--- config.mk ---
export PLATFORM = sky130hd
export DESIGN_NAME = countdown_timer_seven_segment_scan
export DESIGN_NICKNAME = d
export VERILOG_FILES = /design/src/hw/rtl/ctss_pkg.sv /design/src/hw/rtl/ctss_digit_cell.sv /design/src/hw/rtl/countdown_timer_seven_segment_scan.sv
export SDC_FILE = /design/constraint.sdc
export NUM_CORES = 1
export LEC_CHECK = 0
export BUFFER_PORTS_ARGS = -buffer_cell sky130_fd_sc_hd__buf_2
export CAP_MARGIN = 20
export CORE_ASPECT_RATIO = 0.6
export CORE_MARGIN = 2
export CORE_UTILIZATION = 50
export CTS_BUF_LIST = sky130_fd_sc_hd__clkbuf_8
export DETAILED_ROUTE_END_ITERATION = 10
export GPL_ROUTABILITY_DRIVEN = 1
export HOLD_SLACK_MARGIN = 0.03
export PLACE_DENSITY_LB_ADDON = 0.05
export SLEW_MARGIN = 20
export SYNTH_ARGS = -nofsm -noshare
export SYNTH_HDL_FRONTEND = slang
export SYNTH_SLANG_ARGS = --single-unit
--- constraint.sdc ---
create_clock -name clk -period 5.9 [get_ports clk]
set_clock_uncertainty 0.2 [all_clocks]
set_input_delay 0.59 -clock clk [delete_from_list [all_inputs] [get_ports clk]]
set_output_delay 0.59 -clock clk [all_outputs]
set_load 0.05 [all_outputs]
--- src/hw/rtl/ctss_pkg.sv ---
// ----------------------------------------------------------------------------
// ctss_pkg
// Shared constants and decode functions for the countdown timer with
// multiplexed seven-segment scan.
// ----------------------------------------------------------------------------
package ctss_pkg;

  localparam int DIGIT_COUNT       = 4;
  localparam int SCAN_W            = $clog2(DIGIT_COUNT);
  localparam int DIGIT_W           = 4;
  localparam int TPS_W             = 10;
  localparam int SEG_W             = 7;
  localparam int MIN_W             = 7;
  localparam int SEC_W             = 6;
  localparam int START_MINUTES_DEF = 24;

  localparam logic [TPS_W-1:0] TPS_RESET = 10'd10;

  typedef logic [DIGIT_W-1:0] bcd_t;
  typedef logic [SCAN_W-1:0]  scan_t;

  // Segments a..g in bits 0..6, 1 = lit
  function automatic logic [SEG_W-1:0] seg_decode(input bcd_t d);
    logic [SEG_W-1:0] s;
    unique case (d)
      4'd0:    s = 7'h3F;
      4'd1:    s = 7'h06;
      4'd2:    s = 7'h5B;
      4'd3:    s = 7'h4F;
      4'd4:    s = 7'h66;
      4'd5:    s = 7'h6D;
      4'd6:    s = 7'h7D;
      4'd7:    s = 7'h07;
      4'd8:    s = 7'h7F;
      4'd9:    s = 7'h6F;
      default: s = 7'h3F;
    endcase
    return s;
  endfunction

  // Scan position 0 is the units digit, which is the rightmost (bit 3)
  function automatic logic [DIGIT_COUNT-1:0] enable_decode(input scan_t p);
    logic [DIGIT_COUNT-1:0] e;
    unique case (p)
      2'd0:    e = 4'b0111;
      2'd1:    e = 4'b1011;
      2'd2:    e = 4'b1101;
      2'd3:    e = 4'b1110;
      default: e = 4'b0111;
    endcase
    return e;
  endfunction

endpackage

--- src/hw/rtl/ctss_digit_cell.sv ---
// ----------------------------------------------------------------------------
// ctss_digit_cell
// One BCD down-counting digit of the countdown chain; takes a borrow from
// the lower digit and passes one on when it wraps from zero.
// ----------------------------------------------------------------------------
module ctss_digit_cell
  import ctss_pkg::*;
#(
  parameter int MAX_DIGIT   = 9,
  parameter int RESET_DIGIT = 0
) (
  input  logic clk,
  input  logic rst_n,
  input  logic borrow_in,
  output bcd_t digit,
  output bcd_t digit_nxt,
  output logic borrow_out
);

  bcd_t digit_r;

  always_comb begin
    digit_nxt  = digit_r;
    borrow_out = 1'b0;
    if (borrow_in) begin
      if (digit_r == '0) begin
        digit_nxt  = DIGIT_W'(MAX_DIGIT);
        borrow_out = 1'b1;
      end else begin
        digit_nxt = digit_r - 1'b1;
      end
    end
  end

  always_ff @(posedge clk) begin
    if (!rst_n) begin
      digit_r <= DIGIT_W'(RESET_DIGIT);
    end else begin
      digit_r <= digit_nxt;
    end
  end

  assign digit = digit_r;

endmodule

--- src/hw/rtl/countdown_timer_seven_segment_scan.sv ---
// ----------------------------------------------------------------------------
// countdown_timer_seven_segment_scan
// Minutes:seconds countdown driving a four-digit multiplexed display.
// ----------------------------------------------------------------------------
// Usage:
//   Input channel (in_valid / in_stall / in_tick): each transaction is one
//   item; in_tick = 1 advances the prescaler and the digit scan, 0 only
//   reports the current state.
//   Result channel (out_valid / out_stall / out_*): one transaction per
//   input item, showing digit enable, segments, remaining time and expired,
//   all taken after the item's update.
//   Config channel (cfg_valid / cfg_ready / cfg_ticks_per_second): sets the
//   ticks that make one second; always ready. Write only while idle.
// Throughput: one item per cycle unless in_stall is high; a result appears
//   in the cycle after its item is accepted, from the output register.  The
//   time is held in a chain of four BCD digit cells with a ripple borrow.
// Reset: time is START_MINUTES:00, scan at the units digit, prescaler zero,
//   ticks per second 10, no result pending.
// Stall: while a held result is stalled the input side is stalled too; the
//   held result stays unchanged.
// ----------------------------------------------------------------------------
module countdown_timer_seven_segment_scan
  import ctss_pkg::*;
#(
  parameter int START_MINUTES = START_MINUTES_DEF
) (
  input  logic                   clk,
  input  logic                   rst_n,
  input  logic                   in_valid,
  output logic                   in_stall,
  input  logic                   in_tick,
  output logic                   out_valid,
  input  logic                   out_stall,
  output logic [DIGIT_COUNT-1:0] out_digit_enable_n,
  output logic [SEG_W-1:0]       out_segment_pattern,
  output logic [MIN_W-1:0]       out_minutes_left,
  output logic [SEC_W-1:0]       out_seconds_left,
  output logic                   out_expired,
  input  logic                   cfg_valid,
  output logic                   cfg_ready,
  input  logic [TPS_W-1:0]       cfg_ticks_per_second
);

  localparam int START_UNITS = START_MINUTES % 10;
  localparam int START_TENS  = START_MINUTES / 10;

  logic             in_accept;
  logic             step;
  logic             sec_tick;
  logic             all_zero;
  logic [TPS_W-1:0] tps_r, tps_nxt;
  logic [TPS_W-1:0] sub_r, sub_nxt, sub_inc;
  scan_t            scan_r, scan_nxt;
  logic             out_valid_r, out_valid_nxt;

  bcd_t             dig     [DIGIT_COUNT];
  bcd_t             dig_nxt [DIGIT_COUNT];
  logic             borrow  [DIGIT_COUNT+1];

  logic [DIGIT_COUNT-1:0] en_r;
  logic [SEG_W-1:0]       seg_r;
  logic [MIN_W-1:0]       min_r, min_nxt;
  logic [SEC_W-1:0]       sec_r, sec_nxt;
  logic                   exp_r, exp_nxt;

  assign in_stall  = out_valid_r & out_stall;
  assign in_accept = in_valid & ~in_stall;
  assign step      = in_accept & in_tick;
  assign cfg_ready = 1'b1;

  // Prescaler
  always_comb begin
    tps_nxt  = tps_r;
    if (cfg_valid) begin
      tps_nxt = cfg_ticks_per_second;
    end
    sub_inc  = sub_r + 1'b1;
    sec_tick = (sub_inc >= tps_r);
    sub_nxt  = sub_r;
    if (step) begin
      sub_nxt = sec_tick ? '0 : sub_inc;
    end
    scan_nxt = scan_r + SCAN_W'(step);
  end

  // Hold at 00:00: no borrow enters the chain
  assign all_zero  = (dig[0] == '0) && (dig[1] == '0) && (dig[2] == '0) && (dig[3] == '0);
  assign borrow[0] = step & sec_tick & ~all_zero;

  // Cells, units first: seconds units, seconds tens, minutes units, minutes tens
  for (genvar i = 0; i < DIGIT_COUNT; i++) begin : g_cell
    localparam int MAXD = (i == 1) ? 5 : 9;
    localparam int RSTD = (i == 2) ? START_UNITS : ((i == 3) ? START_TENS : 0);
    ctss_digit_cell #(
      .MAX_DIGIT   (MAXD),
      .RESET_DIGIT (RSTD)
    ) u_cell (
      .clk        (clk),
      .rst_n      (rst_n),
      .borrow_in  (borrow[i]),
      .digit      (dig[i]),
      .digit_nxt  (dig_nxt[i]),
      .borrow_out (borrow[i+1])
    );
  end

  always_comb begin
    sec_nxt = SEC_W'({2'b0, dig_nxt[1]} * 6'd10) + SEC_W'(dig_nxt[0]);
    min_nxt = MIN_W'({3'b0, dig_nxt[3]} * 7'd10) + MIN_W'(dig_nxt[2]);
    exp_nxt = (dig_nxt[0] == '0) && (dig_nxt[1] == '0) &&
              (dig_nxt[2] == '0) && (dig_nxt[3] == '0);
    out_valid_nxt = in_accept | (out_valid_r & out_stall);
  end

  always_ff @(posedge clk) begin
    if (!rst_n) begin
      tps_r       <= TPS_RESET;
      sub_r       <= '0;
      scan_r      <= '0;
      out_valid_r <= 1'b0;
    end else begin
      tps_r       <= tps_nxt;
      sub_r       <= sub_nxt;
      scan_r      <= scan_nxt;
      out_valid_r <= out_valid_nxt;
    end
  end

  // Result register
  always_ff @(posedge clk) begin
    if (in_accept) begin
      en_r  <= enable_decode(scan_nxt);
      seg_r <= seg_decode(dig_nxt[scan_nxt]);
      min_r <= min_nxt;
      sec_r <= sec_nxt;
      exp_r <= exp_nxt;
    end
  end

  assign out_valid           = out_valid_r;
  assign out_digit_enable_n  = en_r;
  assign out_segment_pattern = seg_r;
  assign out_minutes_left    = min_r;
  assign out_seconds_left    = sec_r;
  assign out_expired         = exp_r;

endmodule

==> run metrics, run 1 <==
share of layout cells above drive strength 1=0.1885; Clk pin slew, worst setup/hold paths=0.07 ns; Post-Syn Instances=368; predominant post-synthesis flop cell=dfxtp_1; combinational fraction of design power=0.149; vias in the first global route=2,487; Pre-antenna DRT Iters=5; clk root buf=clkbuf_8; DR iter-0 viols=206; most instantiated library cell after synthesis=dfxtp_1; Cell Area, Placed=0.004071 mm2; post-DP HPWL=6024 um; CP Max Fanout=5; pwr dens=224.5 mW/mm2; NetSw=270.6 uW; sw frac=0.2844; CTS max path bufs=2; largest net degree at the start of global routing=40; Die Width=115.8 um; Int Pwr=680.8 uW; WS Path Type=reg2reg; CTS tree=built; first-pass GRT wire length=12,990 um; Layout Nets=463; num ports=44; CP Capture Type=register; Initial Utilization=0.5162; syn avg cell area=10.19 um2; Avg WL per Cell=15.34 um; Setup Viol. Count Final=0; TritonCTS buffer count=9; die height=71.09 um; Yosys reg bits=64; sequential cell area=0.001531 mm2; register area share after synthesis=0.4083; Pins Over Slew Limit=0; Placer Congestion=0.8827; Period minus WS final=4.923 ns; PortBufs=42; Fmax achieved=203.1 MHz; ant diodes=0; Clock power frac=0.341; Final Cycle Share=0.8344; vias after detailed routing=2,742; Critical Path AT=4.80 ns; most frequent cells after synthesis=dfxtp_1, inv_1, ha_1; CP Launch Type=register; Sequential Power Share=0.510; num rows=24; Mapped Area=0.003751 mm2; RSZ-0062 raised after global routing=no; post-synth top area cell=dfxtp_1; post-CTS resize count=0; Hold Buf Count CTS=0; Post-Syn Nets=417; endpoints failing hold=0; Slew HR=0.5077; final WL=8022 um; yosys warns=0; Max H-tree Level=3; die area=0.008234 mm2; setup bufs post-CTS=0; Clock Latency Late Sink=0.34 ns; Remaining DRCs=0; Post-synth EDFFs=25; synth top area cells=dfxtp_1, edfxtp_1, ha_1, mux2i_1, nor2b_1; initial antenna violation count=0; final hold slack=0.2681 ns; VDD IR max=112.8 uV; Netlist cell types=62; DR vias/cell=5.243; core area=0.007267 mm2; Overflow after GRT=0; synth-to-layout area growth=12.98%; worst slew pin tran=0.7179 ns; status=completed; Leak=0.001915 uW; MaxCap Viol Count=0; CTS sink count=64; final non-filler cell area=0.004238 mm2; Synth async-reset ratio=0; critical path required time=5.78 ns; top cell type's share of synthesized area=0.2081; fillcell total=646; GRT Total Usage=0.2113; post-route setup TNS=0 ns; area of the multi-input gates=0.002038 mm2; HP Class=in2reg; antenna viol nets, final=0
## area by class of cell
type | instances | share of cell area
multi-input cells | 256 | 0.4810
flip-flops and latches | 64 | 0.3614
repair buffers | 44 | 0.05314
inverters | 39 | 0.03454
clock buffers | 10 | 0.03248
well taps | 104 | 0.03071
clock inverters | 6 | 0.006791
## cells in the final DEF, fill, tap and decap left out, drive strengths merged, types with 3 or more instances in the layout
master	synthesis	layout
a21o	3	3
a21oi	4	4
a2bb2oi	5	5
and2	18	18
and3	4	4
buf	3	44
clkbuf	6	10
clkinv	1	4
dfxtp	39	39
edfxtp	25	25
fa	3	3
ha	30	30
inv	38	40
mux2	4	4
mux2i	16	16
nand2	29	29
nand3	8	8
nand4	4	4
nor2	16	16
nor2b	24	24
nor3	3	3
nor4	6	6
o211ai	6	6
o21ai	11	11
o31ai	3	3
or2	4	4
or4	5	5
xnor2	15	15
xor2	11	11
## cell families (layout without fill, tap and decap cells)
kind of cell | count (synthesis) | after routing | share of synthesized area
buffers and inverters | 48 | 99 | 0.04936
other | 1 | 1 | 0.0009997
xor gates and xnor gates | 26 | 26 | 0.06071
muxes | 21 | 21 | 0.06504
adders and majority gates | 33 | 33 | 0.1161
DFF | 64 | 64 | 0.4083
AOI/OAI and AO/OA | 48 | 48 | 0.1084
and+or+nand+nor | 127 | 127 | 0.1911
## worst max-delay path, cell delays in order, from the launching register on
cell      delay, ns
dfxtp_1        0.40
nand3_1        0.14
nor2_1         0.18
and3_1         0.25
nand3_1        0.11
xnor2_1        0.16
ha_1           0.31
nand4_1        0.20
a211oi_1       0.30
or2_2          0.25
o21ba_4        0.17
nand2_1        0.07
xnor2_1        0.39
ha_1           0.32
ha_1           0.19
inv_1          0.07
fa_1           0.44
nor3b_1        0.25
xor2_1         0.20
xnor2_1        0.08
## sequential cells by signal (all words and copies together), names as in the netlist
name	cells
out_minutes_left	7
out_segment_pattern	7
out_seconds_left	6
tps_r	10
out_expired	1
out_valid	1
sub_r	10
scan_r	2
out_digit_enable_n	4
g_cell.u_cell.digit	16
## worst paths after layout
path,from,to,slack (ns),depth (start not counted)
worst max-delay path,sub_r[0],out_minutes_left[6],0.98,19
worst min register to register,tps_r[3],tps_r[3],0.30,2
worst max register to register,sub_r[0],out_minutes_left[6],0.98,19
worst min-delay path,cfg_ticks_per_second[1],tps_r[1],0.27,3
## power by group through the flow
stage               logic [uW]  registers (uW)  clock network (uW)
floorplan                 69.2             534                   0
global placement           141             495                   0
detailed placement         141             495                   0
CTS                        142             485                 335
global route               153             487                 354
finish                     141             485                 325
## layer usage
metal  vias up  part of all wire  global-route usage
met2        91              0.36              0.2547
met1      1266              0.57              0.3503
met4         0             0.011             0.05952
met3         9             0.062             0.06255
li1       1376                 -                   -
met5         -                 0                   0
## per-stage QoR
stage	utilization	cells	power [uW]	setup slack [ns]
floorplan	-	368	603.6	0.7179
global placement	0.5603	507	635.9	1.210
detailed placement	0.5603	507	636.5	1.038
CTS	0.5832	523	962.2	0.9908
global route	0.5832	523	994.5	0.6416
finish	0.5832	523	951.4	0.9769
No activity file was read; power rests on OpenSTA's default activity.
==> inputs of run 2 (changes only) <==
clock period = 4.21 ns   (was 5.9 ns; I/O delays follow)
==> run 2 against run 1 <==
Net effect:
- the flow now finishes with violations (negative setup slack)
- flip-flop and latch count did not move
- register-to-register slack worse by 1.1 ns
- highest routed layer unchanged
- critical endpoint unchanged
- cell area grew 26%
- largest power group unchanged
- worst hold slack worse by 0.19 ns
- sequential power increased by 40%
==> run metrics, run 2 (same netlist as run 1, synthesis figures left out) <==
cell mode on critical path=ha_4; CTS tree=built; num rows=24; CP Launch Point=sub_r[1]; Die Width=115.8 um; CP Launch Type=register; commonest non-fill, non-tap cells in the layout=buf_4, buf_2, dfxtp_1, inv_1, edfxtp_1; CP max-delay cell=fa_1; Pre-antenna DRT Iters=4; worst reg2reg path depth=21; post-DP HPWL=6660 um; Leak=0.002338 uW; Clk pin slew, worst setup/hold paths=0.07 ns; Int Pwr=994.6 uW; Avg WL per Cell=16.24 um; max reg flops=16; die height=71.09 um; Setup Viol. Count Final=8; Overflow after GRT=0; num ports=44; endpoints failing hold=0; RSZ-0062 raised after global routing=yes; largest net degree at the start of global routing=40; WS Path Type=reg2reg; critical path's largest stage delay=0.44 ns; Total Power=1394 uW; Remaining DRCs=0; CP Capture Type=register; sw frac=0.2863; initial antenna violation count=0; Sequential Power Share=0.489; Final Cycle Share=1.037; VDD IR max=186.8 uV; DR vias/cell=5.146; vias in the first global route=2,892; Fmax achieved=229.0 MHz; Worst Setup EP=out_minutes_left[6]; Slew HR=0.5806; crit-path cells=ha_4, nand3_4, nor2_4, nand3_2, xnor2_2, ha_1, nand4_1, buf_4, a211oi_4, o21bai_4, o211ai_1, buf_4, xnor2_4, inv_2, ha_4, ha_4, inv_2, fa_1, nor3b_2, xor2_1, xnor2_1; MaxCap Viol Count=0; GRT Total Usage=0.2446; CP Max Fanout=3; critical path required time=4.12 ns; DR iter-0 viols=175; synth-to-layout area growth=42.33%; violations in the final reports=negative setup slack; RR Endpoint=out_minutes_left[6]; vias after detailed routing=3,057; ant diodes=0; Initial Utilization=0.5162; CTS max path bufs=2; Clock Latency Late Sink=0.35 ns; die area=0.008234 mm2; combinational fraction of design power=0.173; HP Class=in2reg; R2R Setup Slk=-0.16 ns; slack of the critical path=-0.1573 ns; CTS sink count=64; final WL=9645 um; pwr dens=261.0 mW/mm2; Layout Nets=534; PortBufs=42; Max H-tree Level=3; NetSw=399.0 uW; Placer Congestion=0.8519; antenna viol nets, final=0; status=complete, but fails checks; clk root buf=clkbuf_8; utilization after layout=0.7347; Period minus WS final=4.367 ns; final non-filler cell area=0.005339 mm2; Critical Path AT=4.27 ns; min-delay src=cfg_ticks_per_second[3]; core area=0.007267 mm2; worst slew pin tran=0.6254 ns; Pins Over Slew Limit=0; final hold slack=0.08311 ns; TritonCTS buffer count=9; first-pass GRT wire length=15,110 um; commonest non-fill, non-tap cell in the layout=buf_4; Cell Area, Placed=0.004497 mm2; RR Startpoint=sub_r[1]; Clock power frac=0.338; share of layout cells above drive strength 1=0.4469
[run 2: changes by cell type in the layout (fill, tap and decap cells not counted), sizes merged]
cell	before	now
clkbuf	10	11
clkinv	4	2
clkinvlp	1	0
inv	40	42
buf	44	115
[run 2: what timing repair did]
item                       CTS  global route
hold buffers                 0             0
buffers inserted            15            12
gates resized for setup     48            49
pin swaps                   38            44
setup endpoints to repair   14            14
[run 2: how the worst min path moves through the flow]
stage | slack (ns) | endpoint | cells after the start
2_1_floorplan | 0.26 | tps_r[1] | 2
3_3_place_gp | 0.28 | tps_r[1] | 2
3_5_place_dp | 0.28 | tps_r[1] | 2
4_1_cts | 0.07 | tps_r[3] | 3
5_1_grt | 0.10 | tps_r[1] | 3
6_report | 0.08 | tps_r[3] | 3
[run 2: cell type report]
cell class	count	area (um2)
multi-input cells	256	2536
fillers	525	1928
flip-flops and latches	64	1543
repair buffers	115	799.5
inverters	39	158.9
clock buffers	11	151.4
well taps	104	130.1
clock inverters	5	20.02
[run 2: routing by layer]
layer	track usage	vias to the layer above	part of all wire	routed length, um
li1	-	1513	-	-
met1	0.3701	1456	0.51	4909
met2	0.3431	75	0.43	4168
met3	0.06512	13	0.046	439
met4	0.06746	0	0.013	128
met5	0	-	0	0
[run 2: power groups by stage]
stage / Sequential [uW] / Combinational, uW / Clock, uW
after floorplan: 749 / 98.8 / 0
after global placement: 694 / 205 / 0
after detailed placement: 695 / 208 / 0
after CTS: 681 / 226 / 484
after global routing: 684 / 258 / 505
final: 681 / 241 / 471
[run 2: through the flow]
step / TNS (ns) / instances / worst slack (ns)
finish: -0.3986 / 594 / -0.1573
global route: -1.683 / 594 / -0.3375
CTS: -0.4915 / 583 / -0.1337
detailed placement: -0.9143 / 553 / -0.2602
global placement: -0.1789 / 553 / -0.07721
floorplan: -0.03349 / 368 / -0.03349
[run 2: worst max-delay path, delay by kind of cell, from the launching register on]
kind | cells | cell delay (ns)
adders and majority gates | 5 | 1.23
and+or+nand+nor | 5 | 0.64
xor gates and xnor gates | 4 | 0.63
AOI/OAI and AO/OA | 3 | 0.54
buffers and inverters | 4 | 0.51
DFF | 1 | 0.38
